File: src/hdl/assert_macros.svh
// assertion macros shared by the limiter rtl
// no dependencies; included by files that carry concurrent assertions
`ifndef ASSERT_MACROS_SVH
`define ASSERT_MACROS_SVH

// same-cycle implication
`define ASSERT_IMPLIES(label, clk, rst, ante, cons) \
  label: assert property (@(posedge clk) disable iff (rst) (ante) |-> (cons)) \
    else $error("assertion failed: same-cycle implication");

// next-cycle implication
`define ASSERT_NEXT(label, clk, rst, ante, cons) \
  label: assert property (@(posedge clk) disable iff (rst) (ante) |=> (cons)) \
    else $error("assertion failed: next-cycle implication");

`endif

File: src/hdl/ampl_pkg.sv
// constants and register codes for the audio mix peak limiter
// no dependencies; imported by every module of the block
`timescale 1ns / 1ps

package ampl_pkg;

  localparam int GAIN_FRAC  = 23;  // limiter gain and threshold, Q1.23
  localparam int MIX_FRAC   = 14;  // wet gain Q2.14, dry gain Q1.14
  localparam int GAIN_W     = 24;
  localparam int WET_W      = 16;
  localparam int DRY_W      = 15;
  localparam int CFG_W      = 24;
  localparam int CFG_IDX_W  = 3;

  localparam int MIX_STEPS  = WET_W;
  localparam int DIV_STEPS  = GAIN_FRAC;
  localparam int MUL_STEPS  = GAIN_W;
  localparam int MIX_CNT_W  = $clog2(MIX_STEPS);
  localparam int DIV_CNT_W  = $clog2(DIV_STEPS);
  localparam int MUL_CNT_W  = $clog2(MUL_STEPS);

  localparam logic [GAIN_W-1:0] GAIN_ONE = 24'h800000;

  typedef enum logic [CFG_IDX_W-1:0] {
    REG_RECEIVE_MODE    = 3'd0,
    REG_LIMITER_ENABLE  = 3'd1,
    REG_LIMIT_THRESHOLD = 3'd2,
    REG_RELEASE_STEP    = 3'd3,
    REG_DRY_GAIN        = 3'd4,
    REG_WET_GAIN        = 3'd5
  } cfg_reg_t;

  // start and finish handshake between the sequencer and a serial unit
  typedef struct packed {
    logic start;
  } unit_req_t;

  typedef struct packed {
    logic done;
  } unit_rsp_t;

endpackage

File: src/hdl/audio_mix_peak_limiter.sv
// audio mix and peak limiter, one word in and one word out per sample
// from accept to out_valid the path is shortest in transmit with the limiter off; the gain
// multiply lengthens it, and the receive mix and the attack division lengthen it further
// one sample in flight: the next word is taken the cycle after the result registers,
// so a new word waits for the one before it and for any output stall; an output register holds the word
// sync reset: registers to their defaults, limiter gain to unity, channels empty
`timescale 1ns / 1ps

module audio_mix_peak_limiter
  import ampl_pkg::*;
#(
  parameter int SAMPLE_BITS = 24
) (
  input  logic                   clk,
  input  logic                   rst,
  input  logic                   in_valid,
  output logic                   in_stall,
  input  logic [SAMPLE_BITS-1:0] local_sample,
  input  logic [SAMPLE_BITS-1:0] return_sample,
  output logic                   out_valid,
  input  logic                   out_stall,
  output logic [SAMPLE_BITS-1:0] out_sample,
  input  logic                   cfg_we,
  input  logic [CFG_IDX_W-1:0]   cfg_index,
  input  logic [CFG_W-1:0]       cfg_data
);

  `include "assert_macros.svh"

  localparam int SB = SAMPLE_BITS;

  typedef enum logic [2:0] {
    ST_IDLE, ST_MIX, ST_LIMIT, ST_DIV, ST_MULGO, ST_MUL, ST_FINISH
  } state_t;

  state_t state;

  logic              receive_mode;
  logic              limiter_enable;
  logic [CFG_W-1:0]  limit_threshold;
  logic [CFG_W-1:0]  release_step;
  logic [DRY_W-1:0]  dry_gain;
  logic [WET_W-1:0]  wet_gain;
  logic [GAIN_W-1:0] limiter_gain;

  logic [SB-1:0]     loc;
  logic [SB-1:0]     ret;
  logic [SB+1:0]     mix_sample;
  logic [SB+3:0]     lim_sample;

  unit_req_t mix_req, div_req, mul_req;
  unit_rsp_t mix_rsp, div_rsp, mul_rsp;

  logic [SB+1:0]        mix_out;
  logic [GAIN_FRAC-1:0] div_quot;
  logic [SB+3:0]        mul_prod;

  logic [SB-1:0]     thr;
  logic [SB+1:0]     mag;
  logic              attack;
  logic [GAIN_W:0]   rel_sum;
  logic [GAIN_W-1:0] rel_gain;
  logic [SB-1:0]     out_sat;

  // config registers
  always_ff @(posedge clk) begin
    if (rst) begin
      receive_mode    <= 1'b0;
      limiter_enable  <= 1'b1;
      limit_threshold <= 24'd7549747;
      release_step    <= 24'd1748;
      dry_gain        <= '0;
      wet_gain        <= 16'd16384;
    end else if (cfg_we) begin
      unique case (cfg_reg_t'(cfg_index))
        REG_RECEIVE_MODE:    receive_mode    <= cfg_data[0];
        REG_LIMITER_ENABLE:  limiter_enable  <= cfg_data[0];
        REG_LIMIT_THRESHOLD: limit_threshold <= cfg_data;
        REG_RELEASE_STEP:    release_step    <= cfg_data;
        REG_DRY_GAIN:        dry_gain        <= cfg_data[DRY_W-1:0];
        REG_WET_GAIN:        wet_gain        <= cfg_data[WET_W-1:0];
        default: ;
      endcase
    end
  end

  // threshold brought to the sample scale
  if (SB > CFG_W) begin : g_thr_up
    assign thr = {limit_threshold, {(SB-CFG_W){1'b0}}};
  end else if (SB == CFG_W) begin : g_thr_eq
    assign thr = limit_threshold;
  end else begin : g_thr_dn
    assign thr = limit_threshold[CFG_W-1:CFG_W-SB];
  end

  always_comb begin
    mag      = mix_sample[SB+1] ? (~mix_sample + 1'b1) : mix_sample;
    attack   = (mag > {2'b00, thr});
    rel_sum  = {1'b0, limiter_gain} + {1'b0, release_step};
    rel_gain = (rel_sum > {1'b0, GAIN_ONE}) ? GAIN_ONE : rel_sum[GAIN_W-1:0];
    if (lim_sample[SB+3:SB-1] != {5{lim_sample[SB+3]}}) begin
      out_sat = lim_sample[SB+3] ? {1'b1, {(SB-1){1'b0}}} : {1'b0, {(SB-1){1'b1}}};
    end else begin
      out_sat = lim_sample[SB-1:0];
    end
  end

  assign in_stall = (state != ST_IDLE);

  always_ff @(posedge clk) begin
    if (rst) begin
      state         <= ST_IDLE;
      out_valid     <= 1'b0;
      limiter_gain  <= GAIN_ONE;
      mix_req.start <= 1'b0;
      div_req.start <= 1'b0;
      mul_req.start <= 1'b0;
    end else begin
      mix_req.start <= (state == ST_IDLE) && in_valid && receive_mode;
      div_req.start <= (state == ST_LIMIT) && limiter_enable && attack;
      mul_req.start <= (state == ST_MULGO);
      if ((state == ST_FINISH) && (!out_valid || !out_stall)) begin
        out_valid <= 1'b1;
      end else if (out_valid && !out_stall) begin
        out_valid <= 1'b0;
      end
      unique case (state)
        ST_IDLE: begin
          if (in_valid) begin
            loc <= local_sample;
            ret <= return_sample;
            if (receive_mode) begin
              state <= ST_MIX;
            end else begin
              mix_sample <= {{2{local_sample[SB-1]}}, local_sample};
              state      <= ST_LIMIT;
            end
          end
        end
        ST_MIX: begin
          if (mix_rsp.done) begin
            mix_sample <= mix_out;
            state      <= ST_LIMIT;
          end
        end
        ST_LIMIT: begin
          if (!limiter_enable) begin
            lim_sample <= {{2{mix_sample[SB+1]}}, mix_sample};
            state      <= ST_FINISH;
          end else if (attack) begin
            state <= ST_DIV;
          end else begin
            limiter_gain <= rel_gain;
            state        <= ST_MULGO;
          end
        end
        ST_DIV: begin
          if (div_rsp.done) begin
            limiter_gain <= {1'b0, div_quot};
            state        <= ST_MULGO;
          end
        end
        ST_MULGO: begin
          state <= ST_MUL;
        end
        ST_MUL: begin
          if (mul_rsp.done) begin
            lim_sample <= mul_prod;
            state      <= ST_FINISH;
          end
        end
        ST_FINISH: begin
          if (!out_valid || !out_stall) begin
            out_sample <= out_sat;
            state      <= ST_IDLE;
          end
        end
        default: state <= ST_IDLE;
      endcase
    end
  end

  ampl_mix #(.SB(SB)) u_mix (
    .clk  (clk),
    .rst  (rst),
    .req  (mix_req),
    .rsp  (mix_rsp),
    .loc  (loc),
    .ret  (ret),
    .wet  (wet_gain),
    .dry  (dry_gain),
    .mix  (mix_out)
  );

  ampl_div #(.SB(SB)) u_div (
    .clk      (clk),
    .rst      (rst),
    .req      (div_req),
    .rsp      (div_rsp),
    .dividend (thr),
    .divisor  (mag),
    .quot     (div_quot)
  );

  ampl_mul #(.SB(SB)) u_mul (
    .clk  (clk),
    .rst  (rst),
    .req  (mul_req),
    .rsp  (mul_rsp),
    .mix  (mix_sample),
    .gain (limiter_gain),
    .prod (mul_prod)
  );

  `ASSERT_NEXT(a_busy_after_accept, clk, rst, in_valid && !in_stall, in_stall)
  `ASSERT_IMPLIES(a_gain_le_unity, clk, rst, 1'b1, limiter_gain <= GAIN_ONE)
  `ASSERT_NEXT(a_gain_held_when_off, clk, rst, state == ST_LIMIT && !limiter_enable, $stable(limiter_gain))

endmodule

File: src/hdl/ampl_mix.sv
// bit-serial dry/wet mixer: one gain bit per cycle, msb first, then rounding
// depends on ampl_pkg
`timescale 1ns / 1ps

module ampl_mix
  import ampl_pkg::*;
#(
  parameter int SB = 24
) (
  input  logic                 clk,
  input  logic                 rst,
  input  unit_req_t            req,
  output unit_rsp_t            rsp,
  input  logic [SB-1:0]        loc,
  input  logic [SB-1:0]        ret,
  input  logic [WET_W-1:0]     wet,
  input  logic [DRY_W-1:0]     dry,
  output logic signed [SB+1:0] mix
);

  localparam int AW = SB + 18;
  localparam logic [AW-1:0] HALF =
    {{(AW-MIX_FRAC){1'b0}}, 1'b1, {(MIX_FRAC-1){1'b0}}};

  typedef enum logic [1:0] {S_IDLE, S_RUN, S_ROUND} mstate_t;

  mstate_t              state;
  logic [MIX_CNT_W-1:0] cnt;
  logic [WET_W-1:0]     wsh;
  logic [WET_W-1:0]     dsh;
  logic [AW-1:0]        acc;
  logic [AW-1:0]        acc_next;
  logic [AW-1:0]        rnd_sum;
  logic [SB+3:0]        v;
  logic [SB+1:0]        v_sat;

  always_comb begin
    acc_next = {acc[AW-2:0], 1'b0};
    if (wsh[WET_W-1]) begin
      acc_next = acc_next + {{(AW-SB){ret[SB-1]}}, ret};
    end
    if (dsh[WET_W-1]) begin
      acc_next = acc_next + {{(AW-SB){loc[SB-1]}}, loc};
    end
  end

  // round half up, floor shift, then clamp to sb+2 bits
  always_comb begin
    rnd_sum = acc + HALF;
    v       = rnd_sum[AW-1:MIX_FRAC];
    if (v[SB+3:SB+1] != {3{v[SB+3]}}) begin
      v_sat = v[SB+3] ? {1'b1, {(SB+1){1'b0}}} : {1'b0, {(SB+1){1'b1}}};
    end else begin
      v_sat = v[SB+1:0];
    end
  end

  always_ff @(posedge clk) begin
    if (rst) begin
      state    <= S_IDLE;
      rsp.done <= 1'b0;
      cnt      <= '0;
    end else begin
      rsp.done <= (state == S_ROUND);
      unique case (state)
        S_IDLE: begin
          if (req.start) begin
            wsh   <= wet;
            dsh   <= {1'b0, dry};
            acc   <= '0;
            cnt   <= '0;
            state <= S_RUN;
          end
        end
        S_RUN: begin
          acc <= acc_next;
          wsh <= {wsh[WET_W-2:0], 1'b0};
          dsh <= {dsh[WET_W-2:0], 1'b0};
          cnt <= cnt + 1'b1;
          if (cnt == MIX_CNT_W'(MIX_STEPS - 1)) begin
            state <= S_ROUND;
          end
        end
        S_ROUND: begin
          mix   <= v_sat;
          state <= S_IDLE;
        end
        default: state <= S_IDLE;
      endcase
    end
  end

endmodule

File: src/hdl/ampl_div.sv
// restoring divider for the attack gain: threshold * 2^23 / magnitude,
// one quotient bit per cycle; depends on ampl_pkg
`timescale 1ns / 1ps

module ampl_div
  import ampl_pkg::*;
#(
  parameter int SB = 24
) (
  input  logic                 clk,
  input  logic                 rst,
  input  unit_req_t            req,
  output unit_rsp_t            rsp,
  input  logic [SB-1:0]        dividend,
  input  logic [SB+1:0]        divisor,
  output logic [GAIN_FRAC-1:0] quot
);

  localparam int RW = SB + 3;

  logic                 busy;
  logic [DIV_CNT_W-1:0] cnt;
  logic [RW-1:0]        rem;
  logic [RW-1:0]        sh;
  logic [RW-1:0]        dvs;
  logic                 qbit;

  // dividend is below divisor, so the quotient fits 23 bits
  always_comb begin
    sh   = {rem[RW-2:0], 1'b0};
    dvs  = {1'b0, divisor};
    qbit = (sh >= dvs);
  end

  always_ff @(posedge clk) begin
    if (rst) begin
      busy     <= 1'b0;
      rsp.done <= 1'b0;
      cnt      <= '0;
    end else begin
      rsp.done <= !req.start && busy && (cnt == DIV_CNT_W'(DIV_STEPS - 1));
      if (req.start) begin
        busy <= 1'b1;
        cnt  <= '0;
        rem  <= {3'b000, dividend};
        quot <= '0;
      end else if (busy) begin
        rem  <= qbit ? (sh - dvs) : sh;
        quot <= {quot[GAIN_FRAC-2:0], qbit};
        cnt  <= cnt + 1'b1;
        if (cnt == DIV_CNT_W'(DIV_STEPS - 1)) begin
          busy <= 1'b0;
        end
      end
    end
  end

endmodule

File: src/hdl/ampl_mul.sv
// bit-serial gain multiplier: one limiter gain bit per cycle, msb first,
// then round half up at 2^-23; depends on ampl_pkg
`timescale 1ns / 1ps

module ampl_mul
  import ampl_pkg::*;
#(
  parameter int SB = 24
) (
  input  logic                 clk,
  input  logic                 rst,
  input  unit_req_t            req,
  output unit_rsp_t            rsp,
  input  logic [SB+1:0]        mix,
  input  logic [GAIN_W-1:0]    gain,
  output logic [SB+3:0]        prod
);

  localparam int PW = SB + 27;
  localparam logic [PW-1:0] HALF =
    {{(PW-GAIN_FRAC){1'b0}}, 1'b1, {(GAIN_FRAC-1){1'b0}}};

  typedef enum logic [1:0] {S_IDLE, S_RUN, S_ROUND} ustate_t;

  ustate_t              state;
  logic [MUL_CNT_W-1:0] cnt;
  logic [GAIN_W-1:0]    gsh;
  logic [PW-1:0]        acc;
  logic [PW-1:0]        acc_next;
  logic [PW-1:0]        rnd_sum;

  always_comb begin
    acc_next = {acc[PW-2:0], 1'b0};
    if (gsh[GAIN_W-1]) begin
      acc_next = acc_next + {{(PW-SB-2){mix[SB+1]}}, mix};
    end
    rnd_sum = acc + HALF;
  end

  always_ff @(posedge clk) begin
    if (rst) begin
      state    <= S_IDLE;
      rsp.done <= 1'b0;
      cnt      <= '0;
    end else begin
      rsp.done <= (state == S_ROUND);
      unique case (state)
        S_IDLE: begin
          if (req.start) begin
            gsh   <= gain;
            acc   <= '0;
            cnt   <= '0;
            state <= S_RUN;
          end
        end
        S_RUN: begin
          acc <= acc_next;
          gsh <= {gsh[GAIN_W-2:0], 1'b0};
          cnt <= cnt + 1'b1;
          if (cnt == MUL_CNT_W'(MUL_STEPS - 1)) begin
            state <= S_ROUND;
          end
        end
        S_ROUND: begin
          prod  <= rnd_sum[PW-1:GAIN_FRAC];
          state <= S_IDLE;
        end
        default: state <= S_IDLE;
      endcase
    end
  end

endmodule

File: config.mk
export PLATFORM = sky130hd
export DESIGN_NAME = audio_mix_peak_limiter
export DESIGN_NICKNAME = d
export VERILOG_FILES = /design/src/hdl/ampl_pkg.sv /design/src/hdl/audio_mix_peak_limiter.sv /design/src/hdl/ampl_mix.sv /design/src/hdl/ampl_div.sv /design/src/hdl/ampl_mul.sv
export VERILOG_INCLUDE_DIRS = /design/src /design/src/hdl
export SDC_FILE = /design/constraint.sdc
export NUM_CORES = 1
export LEC_CHECK = 0
export BUFFER_PORTS_ARGS = -buffer_cell sky130_fd_sc_hd__buf_2
export CAP_MARGIN = 40
export CORE_UTILIZATION = 58
export CTS_BUF_LIST = sky130_fd_sc_hd__clkbuf_8
export DETAILED_ROUTE_END_ITERATION = 8
export MAX_ROUTING_LAYER = met4
export PLACE_DENSITY = 0.84
export SYNTH_ARGS = -nofsm -noshare
export SYNTH_HDL_FRONTEND = slang
export SYNTH_SLANG_ARGS = --single-unit
export TNS_END_PERCENT = 30
File: constraint.sdc
create_clock -name clk -period 10 [get_ports clk]
set_clock_uncertainty 0.05 [all_clocks]
set_input_delay 1 -clock clk [delete_from_list [all_inputs] [get_ports clk]]
set_output_delay 1 -clock clk [all_outputs]
set_load 0.005 [all_outputs]
# Word-level counts from Yosys, hierarchy flattened
# Cells that the tools add are included.
# W data, S select, Z words.
[classes]
order_cmp = 3
n_bitwise = 2
eq_ne = 33
n_mux = 58
add_sub_neg = 11
n_reduce_logical = 46
[op_table]
columns = ["op", "n"]
rows = [
  ["$mux W26", 8],
  ["$mux W24", 8],
  ["$mux W42", 3],
  ["$mux W51", 2],
  ["$pmux W51 S2", 1],
  ["$pmux W24 S2", 2],
  ["$add A42 B42 Y42", 2],
  ["$pmux W42 S2", 1],
  ["$pmux W16 S2", 2],
  ["$mux W28", 2],
  ["$pmux W28 S2", 1],
  ["$pmux W26 S2", 1],
  ["$add A51 B23 Y51 const B", 1],
  ["$add A51 B51 Y51", 1],
  ["$add A42 B14 Y42 const B", 1],
  ["$mux W16", 2],
  ["$ge A27 B26 Y1", 1],
  ["$add A26 B1 Y26 const B", 1],
  ["$gt A26 B24 Y1", 1],
  ["$not A26 Y26", 1],
  ["$reduce_and A2 Y1", 13],
  ["$sub A26 B26 Y26", 1],
  ["$add A24 B24 Y25", 1],
  ["$gt A25 B24 Y1 const B", 1],
  ["other kinds (35)", 95],
]
[totals]
wordCells = 189
out_inout_bits = 26
register_bits = 512

# Longest topological paths before layout
# Gate-level depths: netlist of the first run.
[logic_depth]
ltp_word = 7
ltp_mapped = 25
depth_no_buf = 25

# Cells and area by module
# Synthesis of the first run repeated with hierarchy kept, for this count alone.
[hier_totals]
cells_unflattened = 3549
hier_area_um2 = 33619.7
[modules_own_cells]
columns = ["mod", "instances", "seq_area_each_um2", "cells_per_inst", "area_per_inst_um2"]
rows = [
  ["audio_mix_peak_limiter", 1, 6025.8, 1119, 11509.8],
  ["ampl_mix", 1, 3143.0, 1167, 10059.6],
  ["ampl_mul", 1, 3253.1, 856, 7946.4],
  ["ampl_div", 1, 1611.5, 407, 4103.9],
]

# Least setup slack after synthesis of the first run
# Ideal clock, no wire load.
[synth_path]
kind = "register to register"
start = "reg u_mix.acc[1]"
end = "reg u_mix.acc[41], data pin"
arrival_ns = 4.980
stages_incl_launch_ff = 24
path_buffers = 0
path_slack_ns = 4.704
cell_sequence = "edfxtp_1 -> ha_1 -> a21o_1 -> a21o_1 -> a2111oi_0 -> o21bai_1 -> a21oi_1 -> nand2_1 -> a31oi_1 -> o21ai_0 -> xor2_1 -> mux2_2 -> ha_1 -> nand3_1 -> nor2_1 -> nand3_1 -> nor4_1 -> a21oi_1 -> o41a_1 -> a211o_1 -> o21ai_0 -> mux2_2 -> xnor3_1 -> nor2_1"
[synth_via]
elab_chain_cells = 5
[synth_rtl]
columns = ["item", "line", "source"]
rows = [
  ["start, declared", "ampl_mix.sv:31", "logic [AW-1:0] acc;"],
  ["start signal, assigned", "ampl_mix.sv:76", "acc <= acc_next;"],
  ["$add A42 B42 Y42", "ampl_mix.sv:40", "acc_next = acc_next + {{(AW-SB){ret[SB-1]}}, ret};"],
  ["$mux W42 *", "ampl_mix.sv:39", "if (wsh[WET_W-1]) begin"],
  ["$add A42 B42 Y42", "ampl_mix.sv:43", "acc_next = acc_next + {{(AW-SB){loc[SB-1]}}, loc};"],
  ["$mux W42 *", "ampl_mix.sv:42", "if (dsh[WET_W-1]) begin"],
  ["$pmux W42 S2 *", "ampl_mix.sv:65", "unique case (state)"],
]
# Every way passes the cells marked *; elsewhere a longest branch is shown, timed or not.
# A chain may end at the register's enable or synchronous reset.

# Worst setup path after layout of the first run
# Ends and elaborated chain as after synthesis.

==> impl_metrics.yaml, run 1 <==
run_status:
  status: "finished, final reports clean"
global_route:
  grtUsageTotal_pct: 29.2
  grt_max_degree: 71
  gr-total-overflow: 0
  antenna_found_initial: 2
  grt_pass1_vias: 25192
  grt_pass1_wl_mm: 129
timing:
  slew_headroom_pct: 39.4
  setup_viol_count_final: 0
  fmax_mhz: 152
  tightest_slew_ps: 885
  slew_viol_final: 0
  period_minus_slack_ps: 6560
  tns_ps: 0
  rsz0062_at_grt: "false"
  fin_ws_ps: 3440
  fin_crit_sh_pct: 65.6
  hold_viol: 0
logic_synthesis:
  yosys_warnings: 0
  ys_async_sr_fraction_pct: 0
  syn-cell-area_um2: 32300
  syn_nets: 3658
  ys_types: 99
  ys_seq_area_share_pct: 43.5
  synth_edf_count: 378
  synth_cells: 3361
  ys_ff_latch: 512
  avgSynthCellArea_um2: 9.60
  synth_ff_type: "edfxtp_1"
power_and_ir_drop:
  ir_worst_vdd_mv: 0.110
  seq_power_share_pct: 40.3
  p_comb_share_pct: 31.5
  powerDensity_nw_per_um2: 185
  leakage_nw: 14.3
  clock_power_share_pct: 28.2
  intPower_mw: 4.32
  p_switching_mw: 2.22
  swShare_pct: 34.0
cts:
  cts_resized: 0
  cts_setup_buffers: 0
  cts_tree: "yes"
  clock_latency_ps: 720
  cts_root_buf: "clkbuf_8"
  path_clk_slew_ps: 60
  numCtsBuffers: 86
  cts_buffer_depth: 3
  numClockSinks: 512
  cts.htree.levels: 3
  hold_buffers: 0
finish:
  nets: 3755
  mostFrequentLayoutCells: "471 x nand2_1, 378 x edfxtp_1, 276 x nor2_1"
  drive_gt1_share_pct: 11.6
  num-fill-cells: 4284
  synthToLayoutAreaGrowth_pct: 9.43
  final_common_cell: "nand2_1"
routing:
  wire_per_inst_um: 18.9
  vias_per_cell: 6.11
  drt-initial-drc-count: 2214
  drc: 0
  antenna_left: 0
  dr.pass1.iters: 6
  vias: 26094
  wl_mm: 80.6
worst_setup_path:
  cp_max_fo: 6
  path_class: "flop to flop"
  crit_arrival_ps: 6950
  cp-end-kind: "flop"
  crit_required_ps: 10390
  start_kind: "flop"
  reg2reg_depth: 23
floorplanning:
  row_count: 86
  die_area_um2: 56600
  dieWidth_um: 238
  io_pins: 106
  initial_core_util_pct: 58.7
  coreArea_um2: 55000
  die_h_um: 238
job:
  maxCapViolCount: 0
hold_path:
  hold_depth: 2
  hp-class: "flop to flop"
placed_design:
  place_ws_ps: 3620
  io_buffers: 105
  gp_congestion: 0.933
  hpwl_mm: 56.9
[area by class of cell]
class	instances	area, um2	share of cell area [%]
diodes	2	5.00	0.0142
clock buffers	95	1310	3.70
clock inverters	59	353	0.999
inverters	125	469	1.33
multi-input cells	2586	17200	48.8
flip-flops and latches	512	14000	39.7
well taps	748	936	2.65
repair buffers	147	978	2.77
[metrics by stage]
step | util (%) | hold slack, ps | total power, mW | instance area, um2 | cells
finish | 64.2 | 404 | 6.54 | 35300 | 4274
global route | 64.2 | 401 | 6.89 | 35300 | 4274
CTS | 64.2 | 387 | 6.53 | 35300 | 4272
detailed placement | 61.2 | 397 | 4.69 | 33600 | 4118
global placement | 60.8 | 391 | 4.62 | 33400 | 4108
floorplan | - | 382 | 4.23 | 32300 | 3361
[cell families after synthesis]
family	count (synthesis)	share of synthesized area (%)
adders and majority gates	217	8.53
buffers and inverters	263	3.35
AOI/OAI and AO/OA	840	17.0
and+or+nand+nor	1146	16.3
xor gates and xnor gates	230	6.29
muxes	153	5.07
DFF	512	43.5
[cells in the mapped netlist, types with 13 or more instances]
library cell,number,area [um2]
clkbuf_1,109,409
mux2i_1,69,691
o21bai_1,22,165
edfxtp_1,378,11400
nand2b_1,27,169
nand4_1,27,169
and3_1,40,250
xnor2_1,147,1290
and2_1,18,113
o21a_1,25,188
buf_1,13,48.8
nand2_1,471,1770
a211oi_1,48,360
o211ai_1,15,113
ha_1,212,2650
dfxtp_1,134,2680
inv_1,124,465
nor3_1,62,310
a21oi_1,258,1290
nor2_1,283,1060
mux2_2,84,946
nor2b_1,50,313
a31oi_1,29,181
xor2_1,82,718
a21o_1,112,841
a211o_1,20,175
o31ai_1,18,135
o21ai_0,155,776
nand3_1,78,390
[worst paths after layout]
check	from	end	slack, ps
min	dry_gain[5]$_SDFFE_PP0P_	dry_gain[5]$_SDFFE_PP0P_	400
min reg2reg	dry_gain[5]$_SDFFE_PP0P_	dry_gain[5]$_SDFFE_PP0P_	400
max reg2reg	u_mix.acc[1]$_SDFFCE_PN0P_	u_mix.acc[41]$_SDFFCE_PN0P_	3440
max	u_mix.acc[1]$_SDFFCE_PN0P_	u_mix.acc[41]$_SDFFCE_PN0P_	3440
[power by group through the flow]
stage          Sequential (mW)  Combinational (mW)  Clock [mW]
4_1_cts                   2.63                2.03        1.87
6_report                  2.64                2.06        1.84
3_3_place_gp              2.67                1.95           0
3_5_place_dp              2.67                2.01           0
2_1_floorplan             2.61                1.62           0
5_1_grt                   2.65                2.29        1.95
[metal layers]
| metal | GRT usage (%) | up-vias | part of all wire, % |
|---|---|---|---|
| li1 | - | 12460 | - |
| met1 | 36.2 | 12442 | 42 |
| met2 | 47.8 | 968 | 48 |
| met3 | 4.18 | 224 | 6.3 |
| met4 | 12.8 | 0 | 4.1 |
| met5 | - | - | 0 |
[flip-flops by register name (all words and copies together), names as in the netlist, 24 cells and up]
signal	cells
limiter_gain	24
mix_sample	26
loc	24
lim_sample	28
release_step	24
u_mul.gsh	24
u_mix.acc	42
limit_threshold	24
u_div.rem	26
u_mul.acc	51
u_mul.prod	28
ret	24
out_sample	24
u_mix.mix	26
[worst max-delay path, stage by stage (launching register included)]
cell       delay (ps)
edfxtp_1          410
ha_1              290
a21o_1            150
a21o_1            200
a2111oi_0         750
o21bai_1          230
a21oi_1           450
nand2_1           160
a31oi_1           340
o21ai_0           190
xor2_1            160
mux2_2            290
ha_1              400
nand3_1           170
nor2_1            250
nand3_1           180
nor4_1            300
a21oi_1            70
o41a_1            150
a211o_1           300
o21ai_0           210
mux2_2            360
xnor3_1           190
nor2_1             40
Power figures use the tool's default switching activity.
==> run 2, diff against run 1 <==
==> constraint.sdc (replaced) <==
create_clock -name clk -period 6.65 [get_ports clk]
set_clock_uncertainty 0.05 [all_clocks]
set_input_delay 0.665 -clock clk [delete_from_list [all_inputs] [get_ports clk]]
set_output_delay 0.665 -clock clk [all_outputs]
set_load 0.005 [all_outputs]
==> run 2 against run 1 <==
  * Setup slack got worse by 3000 ps
  * Non-clock buffer count increased by 5
  * Largest cell class unchanged
  * Count of clock-buffer cells in the layout increased by 3
==> impl_metrics.yaml, run 2 (synthesized netlist as in run 1, its figures left out) <==
placed_design:
  io_buffers: 105
  hpwl_mm: 57.5
  gp_congestion: 0.934
  place_ws_ps: 445
timing:
  slew_headroom_pct: 41.1
  tightest_slew_ps: 862
  tns_ps: 0
  hold_viol: 0
  period_minus_slack_ps: 6220
  slew_viol_final: 0
  setup_viol_count_final: 0
  fmax_mhz: 161
  rsz0062_at_grt: "false"
  fin_crit_sh_pct: 93.5
  fin_ws_ps: 429
cts:
  clock_latency_ps: 710
  path_clk_slew_ps: 60
  cts_tree: "yes"
  cts.htree.levels: 3
  numCtsBuffers: 88
  numClockSinks: 512
  hold_buffers: 0
  cts_buffer_depth: 3
  cts_root_buf: "clkbuf_8"
floorplanning:
  die_h_um: 238
  initial_core_util_pct: 58.7
  dieWidth_um: 238
  coreArea_um2: 55000
  die_area_um2: 56600
  io_pins: 106
  row_count: 86
worst_setup_path:
  path_class: "flop to flop"
  start_kind: "flop"
  reg2reg_setup_slack_ps: 430
  cp_max_fo: 6
  crit_arrival_ps: 6610
  cp-end-kind: "flop"
  crit_required_ps: 7040
global_route:
  antenna_found_initial: 2
  grt_pass1_wl_mm: 128
  grt_max_degree: 71
  grt_pass1_vias: 24923
  gr-total-overflow: 0
  grtUsageTotal_pct: 29.1
routing:
  vias_per_cell: 6.06
  antenna_left: 0
  vias: 25999
  dr.pass1.iters: 5
  drt-initial-drc-count: 1900
  drc: 0
  wl_mm: 80.6
  wire_per_inst_um: 18.8
finish:
  final_common_cell: "nand2_1"
  synthToLayoutAreaGrowth_pct: 9.91
  regMostFlops: "u_mul.acc"
  largest_reg_flops: 51
  largest_registers: "u_mul.acc x51, u_mix.acc x42"
  nets: 3762
  mostFrequentLayoutCells: "471 x nand2_1, 378 x edfxtp_1, 276 x nor2_1"
  drive_gt1_share_pct: 11.8
power_and_ir_drop:
  p_total_mw: 9.99
  leakage_nw: 14.3
  powerDensity_nw_per_um2: 282
  ir_worst_vdd_mv: 0.188
job:
  maxCapViolCount: 0
run_status:
  status: "finished, final reports clean"
hold_path:
  hp-class: "input port to flop"
## run 2: final timing paths
path / from / end / cells after the start
worst max register to register: u_mix.acc[1]$_SDFFCE_PN0P_ / u_mix.acc[41]$_SDFFCE_PN0P_ / 23
worst max-delay path: u_mix.acc[1]$_SDFFCE_PN0P_ / u_mix.acc[41]$_SDFFCE_PN0P_ / 23
worst min register to register: dry_gain[0]$_SDFFE_PP0P_ / dry_gain[0]$_SDFFE_PP0P_ / 2
worst min-delay path: return_sample[7] / ret[7]$_DFFE_PP_ / 1
## run 2: power breakdown
group | switching (mW) | internal [mW] | leakage [nW]
Clock | 1.36 | 1.56 | 1.02
Sequential | 0.228 | 3.74 | 4.55
Combinational | 1.78 | 1.32 | 8.77
Total | 3.36 | 6.62 | 14.3
## run 2: what timing repair did
action,4_1_cts,5_1_grt
gates resized for setup,0,1
setup endpoints to repair,0,1
hold endpoints to repair,0,0
setup buffers,0,0
## run 2: final cells by class
class / count / area [um2]
tap: 748 / 936
clock buffer: 98 / 1350
inverter: 125 / 469
multi-input combinational: 2586 / 17200
clock inverter: 64 / 433
antenna: 2 / 5.00
timing repair buffer: 152 / 1010
fill: 4264 / 19500
sequential: 512 / 14000
## run 2: routing by layer
layer | routed length (um) | GRT usage [%] | vias up | part of all wire, %
met5 | 0 | - | - | 0
met4 | 3580 | 13.4 | 0 | 4.4
met3 | 5030 | 4.23 | 229 | 6.2
met2 | 37900 | 47.1 | 956 | 47
met1 | 34200 | 36.0 | 12323 | 42
li1 | - | - | 12491 | -
## run 2: critical path: stages (launching register included)
cell,delay [ps]
edfxtp_1,420
ha_1,300
a21o_1,160
a21o_1,210
a2111oi_1,580
o21bai_1,190
a21oi_1,410
nand2_1,160
a31oi_1,340
o21ai_0,180
xor2_1,160
mux2_2,280
ha_1,390
nand3_1,170
nor2_1,210
nand3_1,160
nor4_1,300
a21oi_1,70
o41a_1,140
a211o_1,290
o21ai_0,180
mux2_2,360
xnor3_1,200
nor2_1,40
## run 2: through the flow
stage               instance area [um2]  instances  utilization, %  hold WS, ps
global placement                  33500       4113            60.9          392
global route                      35500       4287            64.5         41.6
finish                            35500       4287            64.5         79.7
floorplan                         32300       3361               -          382
CTS                               35500       4285            64.5         31.4
detailed placement                33700       4123            61.2          396
